`src/rtl/core/llnsa_pkg.sv`:
```
// shared types and constants for the least-loaded neighbor slot assigner
// no dependencies

package llnsa_pkg;

  // default sizing, the top level takes these as parameter defaults
  localparam int MAX_NODES_DEF      = 16;
  localparam int SLOTS_PER_NODE_DEF = 4;

  // fixed field widths
  localparam int CFG_W   = 5;
  localparam int NODE_W  = 4;
  localparam int SLOT_W  = 6;
  localparam int SIZE_W  = 32;
  localparam int CNT_W   = 16;
  localparam int BYTES_W = 48;
  localparam int SEQ_W   = 32;

  localparam logic [CNT_W-1:0]   CNT_MAX   = {CNT_W{1'b1}};
  localparam logic [BYTES_W-1:0] BYTES_MAX = {BYTES_W{1'b1}};

  // command codes
  localparam logic CMD_ASSIGN = 1'b0;
  localparam logic CMD_FLUSH  = 1'b1;

  // result kinds
  localparam logic KIND_ASSIGN = 1'b0;
  localparam logic KIND_REPORT = 1'b1;

  typedef enum logic [2:0] {
    S_IDLE,
    S_REDUCE,
    S_SCAN,
    S_DRAIN,
    S_UPDATE,
    S_FLUSH,
    S_FLUSH_END
  } state_t;

endpackage

```
`src/rtl/core/least_loaded_neighbor_slot_assigner_unit.sv`:
```
// least-loaded neighbor slot assigner, top level
// holds the slot count/byte memories, the scan sequencer and the result registers
// depends on llnsa_pkg
//
//   channel   signals                                  handshake
//   -------   --------------------------------------   -------------------------------
//   item in   start, busy, cmd, host_node, chunk_len   taken when start && !busy
//   result    result_strobe, kind, slot, node,         one cycle per result, strobed,
//             chunk_count, byte_total, seq, last       receiver cannot hold off
//   config    cfg_valid, cfg_ready, cfg_data           written when cfg_valid && cfg_ready
//
// an assign item runs the home reduction (one subtract per cycle until host_node is below
//   the ring size), then one compare per candidate slot through the single comparator,
//   then a drain and an update state
// a flush item reads every slot of the nodes in use, one report per cycle,
//   set by the single read port of the slot memories
// the result strobe is registered; busy is already low then for an item's last result
// reset: synchronous, clears ring size to 1, sequence number and all slot valid bits;
//   slots not valid read as zero, so no clearing pass is needed
// a flush clears all valid bits at once when its last report goes out

module least_loaded_neighbor_slot_assigner_unit
  import llnsa_pkg::*;
#(
  parameter int MAX_NODES      = MAX_NODES_DEF,
  parameter int SLOTS_PER_NODE = SLOTS_PER_NODE_DEF
) (
  input  logic               clk,
  input  logic               rst,

  // item in
  input  logic               start,
  output logic               busy,
  input  logic               cmd,
  input  logic [NODE_W-1:0]  host_node,
  input  logic [SIZE_W-1:0]  chunk_len,

  // results
  output logic               result_strobe,
  output logic               kind,
  output logic [SLOT_W-1:0]  slot,
  output logic [NODE_W-1:0]  node,
  output logic [CNT_W-1:0]   chunk_count,
  output logic [BYTES_W-1:0] byte_total,
  output logic [SEQ_W-1:0]   seq,
  output logic               last,

  // ring size register
  input  logic               cfg_valid,
  output logic               cfg_ready,
  input  logic [CFG_W-1:0]   cfg_data
);

  localparam int NSLOTS = MAX_NODES * SLOTS_PER_NODE;
  localparam int AW     = (NSLOTS > 1) ? $clog2(NSLOTS) : 1;
  localparam int CW     = (SLOTS_PER_NODE > 1) ? $clog2(SLOTS_PER_NODE) : 1;
  localparam logic [CW-1:0] CORE_LAST = CW'(SLOTS_PER_NODE - 1);

  state_t state, state_next;

  // ring size, kept already clamped to 1..MAX_NODES
  logic [CFG_W-1:0]   ring_n;
  logic [CFG_W-1:0]   ring_wr;

  // item registers
  logic [NODE_W-1:0]  home;
  logic [SIZE_W-1:0]  size_q;

  // sequencer counters
  logic [1:0]         nb_idx;
  logic [CW-1:0]      core;
  logic [NODE_W-1:0]  fnode;

  // slot memories, valid bits stand in for the all-zero reset
  logic [CNT_W-1:0]   count_mem [NSLOTS];
  logic [BYTES_W-1:0] bytes_mem [NSLOTS];
  logic [NSLOTS-1:0]  slot_valid;

  // read pipeline
  logic               issue;
  logic [AW-1:0]      rd_addr;
  logic [NODE_W-1:0]  rd_node;
  logic               pend;
  logic [AW-1:0]      pend_slot;
  logic [NODE_W-1:0]  pend_node;
  logic               pend_last;
  logic [CNT_W-1:0]   mem_cnt_q;
  logic [BYTES_W-1:0] mem_bytes_q;
  logic               mem_vld_q;
  logic [CNT_W-1:0]   cand_cnt;
  logic [BYTES_W-1:0] cand_bytes;

  // running best candidate
  logic               best_set;
  logic [AW-1:0]      best_slot;
  logic [NODE_W-1:0]  best_node;
  logic [CNT_W-1:0]   best_cnt;
  logic [BYTES_W-1:0] best_bytes;

  logic [SEQ_W-1:0]   next_seq;

  // misc decode
  logic               home_ge;
  logic [NODE_W-1:0]  last_node;
  logic [NODE_W-1:0]  prev_node;
  logic [NODE_W-1:0]  succ_node;
  logic               scan_end;
  logic               flush_end;
  logic               do_cmp;
  logic               do_rep;
  logic               mem_we;
  logic [CNT_W-1:0]   cnt_new;
  logic [BYTES_W:0]   bytes_sum;
  logic [BYTES_W-1:0] bytes_new;

  assign busy      = (state != S_IDLE);
  assign cfg_ready = (state == S_IDLE);

  // clamp on write: zero acts as one, too large acts as the full ring
  always_comb begin
    if (cfg_data == '0) begin
      ring_wr = CFG_W'(1);
    end else if (cfg_data > CFG_W'(MAX_NODES)) begin
      ring_wr = CFG_W'(MAX_NODES);
    end else begin
      ring_wr = cfg_data;
    end
  end

  // neighborhood with wrap-around over the nodes in use
  assign home_ge   = ({1'b0, home} >= ring_n);
  assign last_node = NODE_W'(ring_n - CFG_W'(1));
  assign prev_node = (home == '0) ? last_node : home - NODE_W'(1);
  assign succ_node = (({1'b0, home} + CFG_W'(1)) >= ring_n) ? '0 : home + NODE_W'(1);

  assign scan_end  = (nb_idx == 2'd2) && (core == CORE_LAST);
  assign flush_end = (fnode == last_node) && (core == CORE_LAST);

  // empty slots read as zero
  assign cand_cnt   = mem_vld_q ? mem_cnt_q : '0;
  assign cand_bytes = mem_vld_q ? mem_bytes_q : '0;

  // saturating bump of the winner
  assign cnt_new   = (best_cnt == CNT_MAX) ? best_cnt : best_cnt + CNT_W'(1);
  assign bytes_sum = {1'b0, best_bytes} + (BYTES_W + 1)'(size_q);
  assign bytes_new = bytes_sum[BYTES_W] ? BYTES_MAX : bytes_sum[BYTES_W-1:0];

  always_ff @(posedge clk) begin
    if (rst) begin
      state <= S_IDLE;
    end else begin
      state <= state_next;
    end
  end

  always_comb begin
    state_next = state;
    issue      = 1'b0;
    mem_we     = 1'b0;
    do_cmp     = 1'b0;
    do_rep     = 1'b0;
    unique case (state)
      S_IDLE: begin
        if (start) begin
          state_next = (cmd == CMD_FLUSH) ? S_FLUSH : S_REDUCE;
        end
      end
      S_REDUCE: begin
        if (!home_ge) begin
          state_next = S_SCAN;
        end
      end
      S_SCAN: begin
        issue  = 1'b1;
        do_cmp = pend;
        if (scan_end) begin
          state_next = S_DRAIN;
        end
      end
      S_DRAIN: begin
        do_cmp     = pend;
        state_next = S_UPDATE;
      end
      S_UPDATE: begin
        mem_we     = 1'b1;
        state_next = S_IDLE;
      end
      S_FLUSH: begin
        issue  = 1'b1;
        do_rep = pend;
        if (flush_end) begin
          state_next = S_FLUSH_END;
        end
      end
      S_FLUSH_END: begin
        do_rep     = pend;
        state_next = S_IDLE;
      end
      default: begin
        state_next = S_IDLE;
      end
    endcase
  end

  // candidate node: previous, home, next in that order
  always_comb begin
    if (state == S_FLUSH) begin
      rd_node = fnode;
    end else if (nb_idx == 2'd0) begin
      rd_node = prev_node;
    end else if (nb_idx == 2'd1) begin
      rd_node = home;
    end else begin
      rd_node = succ_node;
    end
    rd_addr = AW'(int'(rd_node) * SLOTS_PER_NODE + int'(core));
  end

  // slot memories: one write port, one registered read port
  always_ff @(posedge clk) begin
    if (mem_we) begin
      count_mem[best_slot] <= cnt_new;
      bytes_mem[best_slot] <= bytes_new;
    end
    if (issue) begin
      mem_cnt_q   <= count_mem[rd_addr];
      mem_bytes_q <= bytes_mem[rd_addr];
      mem_vld_q   <= slot_valid[rd_addr];
    end
  end

  always_ff @(posedge clk) begin
    if (rst) begin
      ring_n        <= CFG_W'(1);
      slot_valid    <= '0;
      next_seq      <= '0;
      result_strobe <= 1'b0;
      pend          <= 1'b0;
    end else begin
      result_strobe <= mem_we || do_rep;
      pend          <= issue;

      if (cfg_valid && cfg_ready) begin
        ring_n <= ring_wr;
      end

      if (issue) begin
        pend_slot <= rd_addr;
        pend_node <= rd_node;
        pend_last <= flush_end;
      end

      // item capture
      if (state == S_IDLE && start) begin
        home     <= host_node;
        size_q   <= chunk_len;
        nb_idx   <= 2'd0;
        core     <= '0;
        fnode    <= '0;
        best_set <= 1'b0;
      end

      // home node reduction, one subtract per cycle
      if (state == S_REDUCE && home_ge) begin
        home <= home - NODE_W'(ring_n);
      end

      // candidate walk
      if (state == S_SCAN) begin
        if (core == CORE_LAST) begin
          core   <= '0;
          nb_idx <= nb_idx + 2'd1;
        end else begin
          core <= core + CW'(1);
        end
      end

      // flush walk
      if (state == S_FLUSH) begin
        if (core == CORE_LAST) begin
          core  <= '0;
          fnode <= fnode + NODE_W'(1);
        end else begin
          core <= core + CW'(1);
        end
      end

      // shared comparator, strict less so the earliest minimum stays
      if (do_cmp && (!best_set || cand_cnt < best_cnt)) begin
        best_set   <= 1'b1;
        best_slot  <= pend_slot;
        best_node  <= pend_node;
        best_cnt   <= cand_cnt;
        best_bytes <= cand_bytes;
      end

      // assignment result
      if (mem_we) begin
        slot_valid[best_slot] <= 1'b1;
        kind                  <= KIND_ASSIGN;
        slot                  <= SLOT_W'(best_slot);
        node                  <= best_node;
        chunk_count           <= cnt_new;
        byte_total            <= bytes_new;
        seq                   <= '0;
        last                  <= 1'b1;
      end

      // flush report
      if (do_rep) begin
        kind          <= KIND_REPORT;
        slot          <= SLOT_W'(pend_slot);
        node          <= pend_node;
        chunk_count   <= cand_cnt;
        byte_total    <= cand_bytes;
        seq           <= next_seq;
        last          <= pend_last;
        next_seq      <= next_seq + SEQ_W'(1);
      end

      // last report read out, drop every slot at once
      if (state == S_FLUSH_END) begin
        slot_valid <= '0;
      end
    end
  end

endmodule
```
`config.mk`:
```
export PLATFORM = sky130hd
export DESIGN_NAME = least_loaded_neighbor_slot_assigner_unit
export DESIGN_NICKNAME = d
export VERILOG_FILES = /design/src/rtl/core/llnsa_pkg.sv /design/src/rtl/core/least_loaded_neighbor_slot_assigner_unit.sv
export SDC_FILE = /design/constraint.sdc
export NUM_CORES = 2
export LEC_CHECK = 0
export BUFFER_PORTS_ARGS = -buffer_cell sky130_fd_sc_hd__buf_4
export CAP_MARGIN = 20
export CORE_MARGIN = 4
export CORE_UTILIZATION = 57
export DETAILED_ROUTE_END_ITERATION = 7
export PLACE_DENSITY_LB_ADDON = 0.15
export SLEW_MARGIN = 0
export SYNTH_ARGS = -nofsm -noshare
export SYNTH_HDL_FRONTEND = slang
export SYNTH_SLANG_ARGS = --single-unit
```
`constraint.sdc`:
```
create_clock -name clk -period 8.7 [get_ports clk]
set_clock_uncertainty 0.1 [all_clocks]
set_input_delay 0 -clock clk [delete_from_list [all_inputs] [get_ports clk]]
set_output_delay 0 -clock clk [all_outputs]
set_load 0.1 [all_outputs]
```
Word level (Yosys, flattened, before mapping)
Memory sizes are Yosys's and may differ from the RTL's. A register that Yosys moved wholly into a read port is not among the register bits.
Index checks and enable logic that the tools add are counted.
- bits in registers: 345
- bits in writable memories: 4096
- bits of input ports: 46
- output and inout port bits: 111
- logic and storage cells: 149
- memories kept: 2
- memory list (memory ; depth ; bits a word ; rd ports ; clocked after memory_dff ; wr ports ; line ; RTL):
    bytes_mem ; 64 ; 48 ; 1 ; 1 ; 1 ; least_loaded_neighbor_slot_assigner_unit.sv:76 ; logic [BYTES_W-1:0] bytes_mem [NSLOTS];
    count_mem ; 64 ; 16 ; 1 ; 1 ; 1 ; least_loaded_neighbor_slot_assigner_unit.sv:75 ; logic [CNT_W-1:0] count_mem [NSLOTS];
- add/sub/neg operators: 12
- $lt $le $gt $ge: 7
- equality and inequality tests: 15
- multiplexer cells: 53
- bitwise operators: 2
- reduce and logical (&&, ||, !) cells: 31
- operators by type and width (cell ; number):
    48-bit two-way mux ; 4
    16-bit two-way mux ; 4
    32-bit two-way mux ; 2
    64-bit bitwise OR ; 1
    48-bit by 32-bit adder with 49-bit output ; 1
    4-bit two-way mux ; 12
    32-bit by 1-bit adder with 32-bit output, second input constant ; 1
    16-bit by 1-bit adder with 16-bit output, second input constant ; 1
    16-bit equality test, second input constant ; 1
    16-bit < comparator ; 1
    3-bit two-way mux ; 5
    3-bit one-hot mux with 5 select lines ; 1
    6-bit by 7-bit < comparator with 1-bit output, second input constant ; 2
    2-bit two-way mux ; 7
    2-bit AND reduction ; 7
    1-bit two-way mux ; 12
    6-bit two-way mux ; 2
    5-bit two-way mux ; 2
    3-bit equality test, second input constant ; 3
    4-bit by 1-bit adder with 4-bit output, second input constant ; 2
    2-bit inequality test, second input constant ; 4
    2-bit OR reduction ; 4
    4-bit by 1-bit subtractor with 4-bit output, second input constant ; 2
    1-bit logical AND ; 7
    25 further kinds ; 32

Longest topological paths before layout
- depth in word-level cells: 9
- mapped depth: 16

Least setup slack after synthesis
No wires, ideal clock.
- path kind: register to register
- start: register state[1]
- end: register byte_total[0] (enable)
- library setup time: 0.716 ns
- arrival: 8.320 ns
- setup slack: -0.436 ns
- stages on the path, launching flop included: 6
- path buffers: 2
- period minus slack after synthesis: 9.136 ns
- cell sequence: dfxtp_1 > buf_2 > clkbuf_1 > nor2_1 > a21oi_1 > nor3b_1
- word-level cells in the longest chain between the ends: 5
- elaborated cells on any way between the ends: 8
- those cells by class: 3 x eq/ne; 2 x mux; 3 x reduce/logical
- ends and longest elaborated chain (element ; line ; RTL):
    from (decl) ; least_loaded_neighbor_slot_assigner_unit.sv:59 ; state_t state, state_next;
    from (signal assigned) ; least_loaded_neighbor_slot_assigner_unit.sv:152 ; state <= state_next;
    3-bit equality test ; least_loaded_neighbor_slot_assigner_unit.sv:162 ; unique case (state)
    2-bit OR reduction (no source line) ; -- ;
    1-bit two-way mux ; least_loaded_neighbor_slot_assigner_unit.sv:162 ;
    2-bit nonzero test (no source line) (*) ; -- ;
    2-bit AND reduction (no source line) (*) ; -- ;
    to (signal assigned) ; least_loaded_neighbor_slot_assigner_unit.sv:304 ; byte_total <= bytes_new;
    to (signal assigned) ; least_loaded_neighbor_slot_assigner_unit.sv:315 ; byte_total <= cand_bytes;
    to (decl) ; least_loaded_neighbor_slot_assigner_unit.sv:44 ; output logic [BYTES_W-1:0] byte_total,
Mark *: on every way between the ends. The rest lies on a longest branch, timed or not.
A chain may end at the register's enable or synchronous reset.

Worst setup path in the final report
- start: register home[0]
- end: register mem_cnt_q[10] (read register of count_mem) (data pin)
- word-level cells in the longest chain between the ends: 7
- elaborated cells on any way between the ends: 11
- those cells by class: 4 x add/sub; 1 x order compare; 5 x mux; 1 x reduce/logical
- ends and longest elaborated chain (element ; line ; RTL):
    from (decl) ; least_loaded_neighbor_slot_assigner_unit.sv:66 ; logic [NODE_W-1:0] home;
    from (signal assigned) ; least_loaded_neighbor_slot_assigner_unit.sv:255 ; home <= host_node;
    from (signal assigned) ; least_loaded_neighbor_slot_assigner_unit.sv:265 ; home <= home - NODE_W'(ring_n);
    4-bit by 1-bit adder with 5-bit output ; least_loaded_neighbor_slot_assigner_unit.sv:134 ; assign succ_node = (({1'b0, home} + CFG_W'(1)) >= ring_n) ? '0 : home + NODE_W'(1);
    5-bit >= comparator ; least_loaded_neighbor_slot_assigner_unit.sv:134 ;
    4-bit two-way mux ; least_loaded_neighbor_slot_assigner_unit.sv:134 ;
    4-bit two-way mux ; least_loaded_neighbor_slot_assigner_unit.sv:211 ; end else if (nb_idx == 2'd1) begin
    4-bit two-way mux (*) ; least_loaded_neighbor_slot_assigner_unit.sv:209 ; end else if (nb_idx == 2'd0) begin
    4-bit two-way mux (*) ; least_loaded_neighbor_slot_assigner_unit.sv:207 ; if (state == S_FLUSH) begin
    6-bit by 2-bit adder with 6-bit output (*) ; least_loaded_neighbor_slot_assigner_unit.sv:216 ; rd_addr = AW'(int'(rd_node) * SLOTS_PER_NODE + int'(core));
    to (decl) ; least_loaded_neighbor_slot_assigner_unit.sv:87 ; logic [CNT_W-1:0] mem_cnt_q;
Marks and branches as above.

==> qor.yml <==
post_cts_buffers: 0
hp-start: "start"
grt_usage: 0.311
numCtsBuffers: 442
hold_path.class: "in2reg"
r2r_setup_slack_ps: 3420
io_pins: 157
rr_worst_depth: 14
fin_crit_sh: 0.607
design_area_mm2: 0.198
drive_gt1_frac: 0.232
met3_length_mm: 62.0
ir_drop_v: 0.000214
tns_ps: 0
grt_pass1_vias: 91400
drtPass1Iterations: 6
synth_most_common_cell: "edfxtp_1"
crit_fanout: 112
drc_errors: 0
setup_viol: 0
synthFlopType: "edfxtp_1"
synth.top_cell.area_share: 0.754
synth_edf_count: 4387
hold_viol: 0
detail-route-antenna-nets: 0
pwr_density_cell_mw_per_mm2: 265
seq_area_frac_synth: 0.766
antenna_found_initial: 27
vias: 93100
r2r_start: "home[0]$_DFFE_PP_"
netlist_top_cells_area: "edfxtp_1 75%, mux4_2 13%, nand2_1 2.3%"
endpoint: "mem_cnt_q[10]$_DFFE_PP_"
wl_per_cell_um: 35.6
die_w_um: 562
root_buffer: "clkbuf_16"
startpoint: "home[0]$_DFFE_PP_"
grt_max_degree: 122
rsz0062_at_grt: "false"
gp_congestion: 0.851
clkPwrFrac: 0.354
synth_nets: 8917
wl_mm: 490
cap_violations: 0
synth_seq_cells: 4493
cts_sinks: 4493
synth_area_mm2: 0.175
path_class: "reg2reg"
clk_pin_slew_ps: 60
r2r-end: "mem_cnt_q[10]$_DFFE_PP_"
nets: 9395
core_mm2: 0.306
num_rows: 203
worst-slew-pin-transition_ps: 1210
synth_area_leader_cell: "edfxtp_1"
comb_power_share: 0.174
syn_avg_cell_area_um2: 19.9
status: "finished, final reports clean"
insertion_delay_ps: 960
crit_required_ps: 9240
slew_violations: 0
drt_iter0_markers: 14100
fin_crit_ps: 5280
intPower_w: 0.0381
initial_utilization: 0.572
crit_arrival_ps: 5820
fin_hold_ws_ps: 69.3
power_w: 0.0525
syn_inst: 8803
startpoint_type: "flip-flop"
numPortBuffers: 156
synth.distinct_cells: 71
netSwitchingPower_w: 0.0144
grt_pass1_wl_mm: 692
dp_hpwl_mm: 252
tritoncts: "done"
wl_met2_mm: 227
max_freq_mhz: 189
yosys_warnings: 0
p_seq_frac: 0.472
viasPerCell: 6.76
cts.path.max_buffers: 4
p_leak_nw: 64.0
max_slew_margin: 0.193
critPathCaptureType: "flip-flop"
wl_met1_mm: 184
yosys-top-cells-count: "4387 x edfxtp_1, 1050 x nand2_1, 1040 x mux4_2, 382 x clkbuf_1, 314 x nand3_1"
htree_num_levels: 5
globalRoute.totalOverflow: 0
syn_to_final_growth_pct: 13.2
place_area_mm2: 0.183
switching_share: 0.274
die_y_um: 562
dieArea_mm2: 0.316
topRoutingLayerUsed: "met5"
async_flop_share: 0
state kept, by name, summed over array words and instances, names as in the netlist, 5 cells and up:
name	count
slot_valid	64
chunk_count	16
pend_slot	6
next_seq	32
best_cnt	16
size_q	32
bytes_mem	3072
slot	6
best_slot	6
byte_total	48
mem_bytes_q	48
count_mem	1024
mem_cnt_q	16
best_bytes	48
ring_n	5
seq	32
layout make-up:
cell class | instances | area, µm²
flip-flops and latches | 4493 | 134000
fillers | 20100 | 108000
multi-input cells | 3762 | 39500
clock buffers | 538 | 11600
well taps | 4100 | 5130
repair buffers | 524 | 5030
clock inverters | 266 | 2400
inverters | 58 | 230
diodes | 38 | 95.1
worst min path at each step:
stage / endpoint / slack [ps] / cells after the start
global placement: size_q[20]$_DFFE_PP_ / 80 / 1
detailed placement: size_q[17]$_DFFE_PP_ / 80 / 1
floorplan: size_q[0]$_DFFE_PP_ / -1 / 0
CTS: nb_idx[0]$_DFFE_PN_ / 7 / 4
finish: nb_idx[0]$_DFFE_PN_ / 70 / 4
global route: nb_idx[0]$_DFFE_PN_ / 90 / 4
timing repair:
action | CTS | global route
setup endpoints to repair | 0 | 0
hold endpoints to repair | 153 | 0
hold buffers | 96 | 0
gates resized for setup | 0 | 0
cell families (layout without fill, tap and decap cells):
family                   count (synthesis)  in the layout  synth area share
flip-flops                            4493           4493             0.766
AND/OR/NAND/NOR                       1780           1780            0.0440
multiplexers                          1259           1259             0.147
AO/OA/AOI/OAI                          574            574            0.0219
buffers and inverters                  548           1386            0.0127
XOR/XNOR                                81             81           0.00406
adder cells (fa/ha/maj)                 68             68           0.00495
other                                    0             38                 0
critical path, stage by stage, from the launching register on:
cell and delay [ps]:
edfxtp_1 520, inv_1 110, ha_1 360, ha_1 290, a21boi_0 230, o22ai_1 200
a2bb2oi_1 210, o31ai_4 230, buf_12 500, inv_8 390, buf_12 440, nand2_1 140
nand3_1 90, a32oi_1 740, o221ai_1 250
routing by layer:
metal,track usage,vias up
met5,0,-
met4,0.0989,14
met3,0.0717,1026
met1,0.450,49200
li1,-,36800
met2,0.478,6107
power by group through the flow:
| stage | sequential [W] | clock [W] | combinational, W |
|---|---|---|---|
| 6_report | 0.0248 | 0.0186 | 0.00913 |
| 5_1_grt | 0.0248 | 0.0197 | 0.00970 |
| 4_1_cts | 0.0248 | 0.0188 | 0.00902 |
| 3_5_place_dp | 0.0252 | 0 | 0.00896 |
| 3_3_place_gp | 0.0252 | 0 | 0.00883 |
| 2_1_floorplan | 0.0252 | 0 | 0.00575 |
cells in the final DEF (no fill, tap or decap), drive strengths merged, types with 8 or more instances in the layout:
master	synthesis	layout
nand3	314	314
a21oi	78	78
dfxtp	106	106
o21bai	12	12
diode	0	38
o21a	69	69
bufinv	0	37
mux4	1040	1040
nand2b	10	10
nor2b	11	11
or3	19	19
clkbuf	382	538
a32oi	67	67
and2	95	95
a211oi	8	8
o211ai	10	10
edfxtp	4387	4387
dlygate4sd3	0	95
nor2	181	181
nor3	29	29
xnor2	49	49
inv	57	69
mux2	21	21
nand4	24	24
ha	66	66
nand2	1050	1050
xor2	32	32
and3	17	17
clkinv	1	207
clkinvlp	0	11
buf	108	429
o221ai	65	65
a31oi	34	34
o21ai	182	182
mux2i	198	198
a2bb2oi	16	16
metrics by stage:
| stage | setup WS (ps) | utilization | std cells |
|---|---|---|---|
| 6_report | 3420 | 0.648 | 13800 |
| 5_1_grt | 3220 | 0.647 | 13700 |
| 4_1_cts | 3400 | 0.646 | 13700 |
| 3_5_place_dp | 3380 | 0.597 | 12800 |
| 3_3_place_gp | 3490 | 0.597 | 12800 |
| 2_1_floorplan | 3170 | - | 8803 |
(Power assumes the default switching activity.)
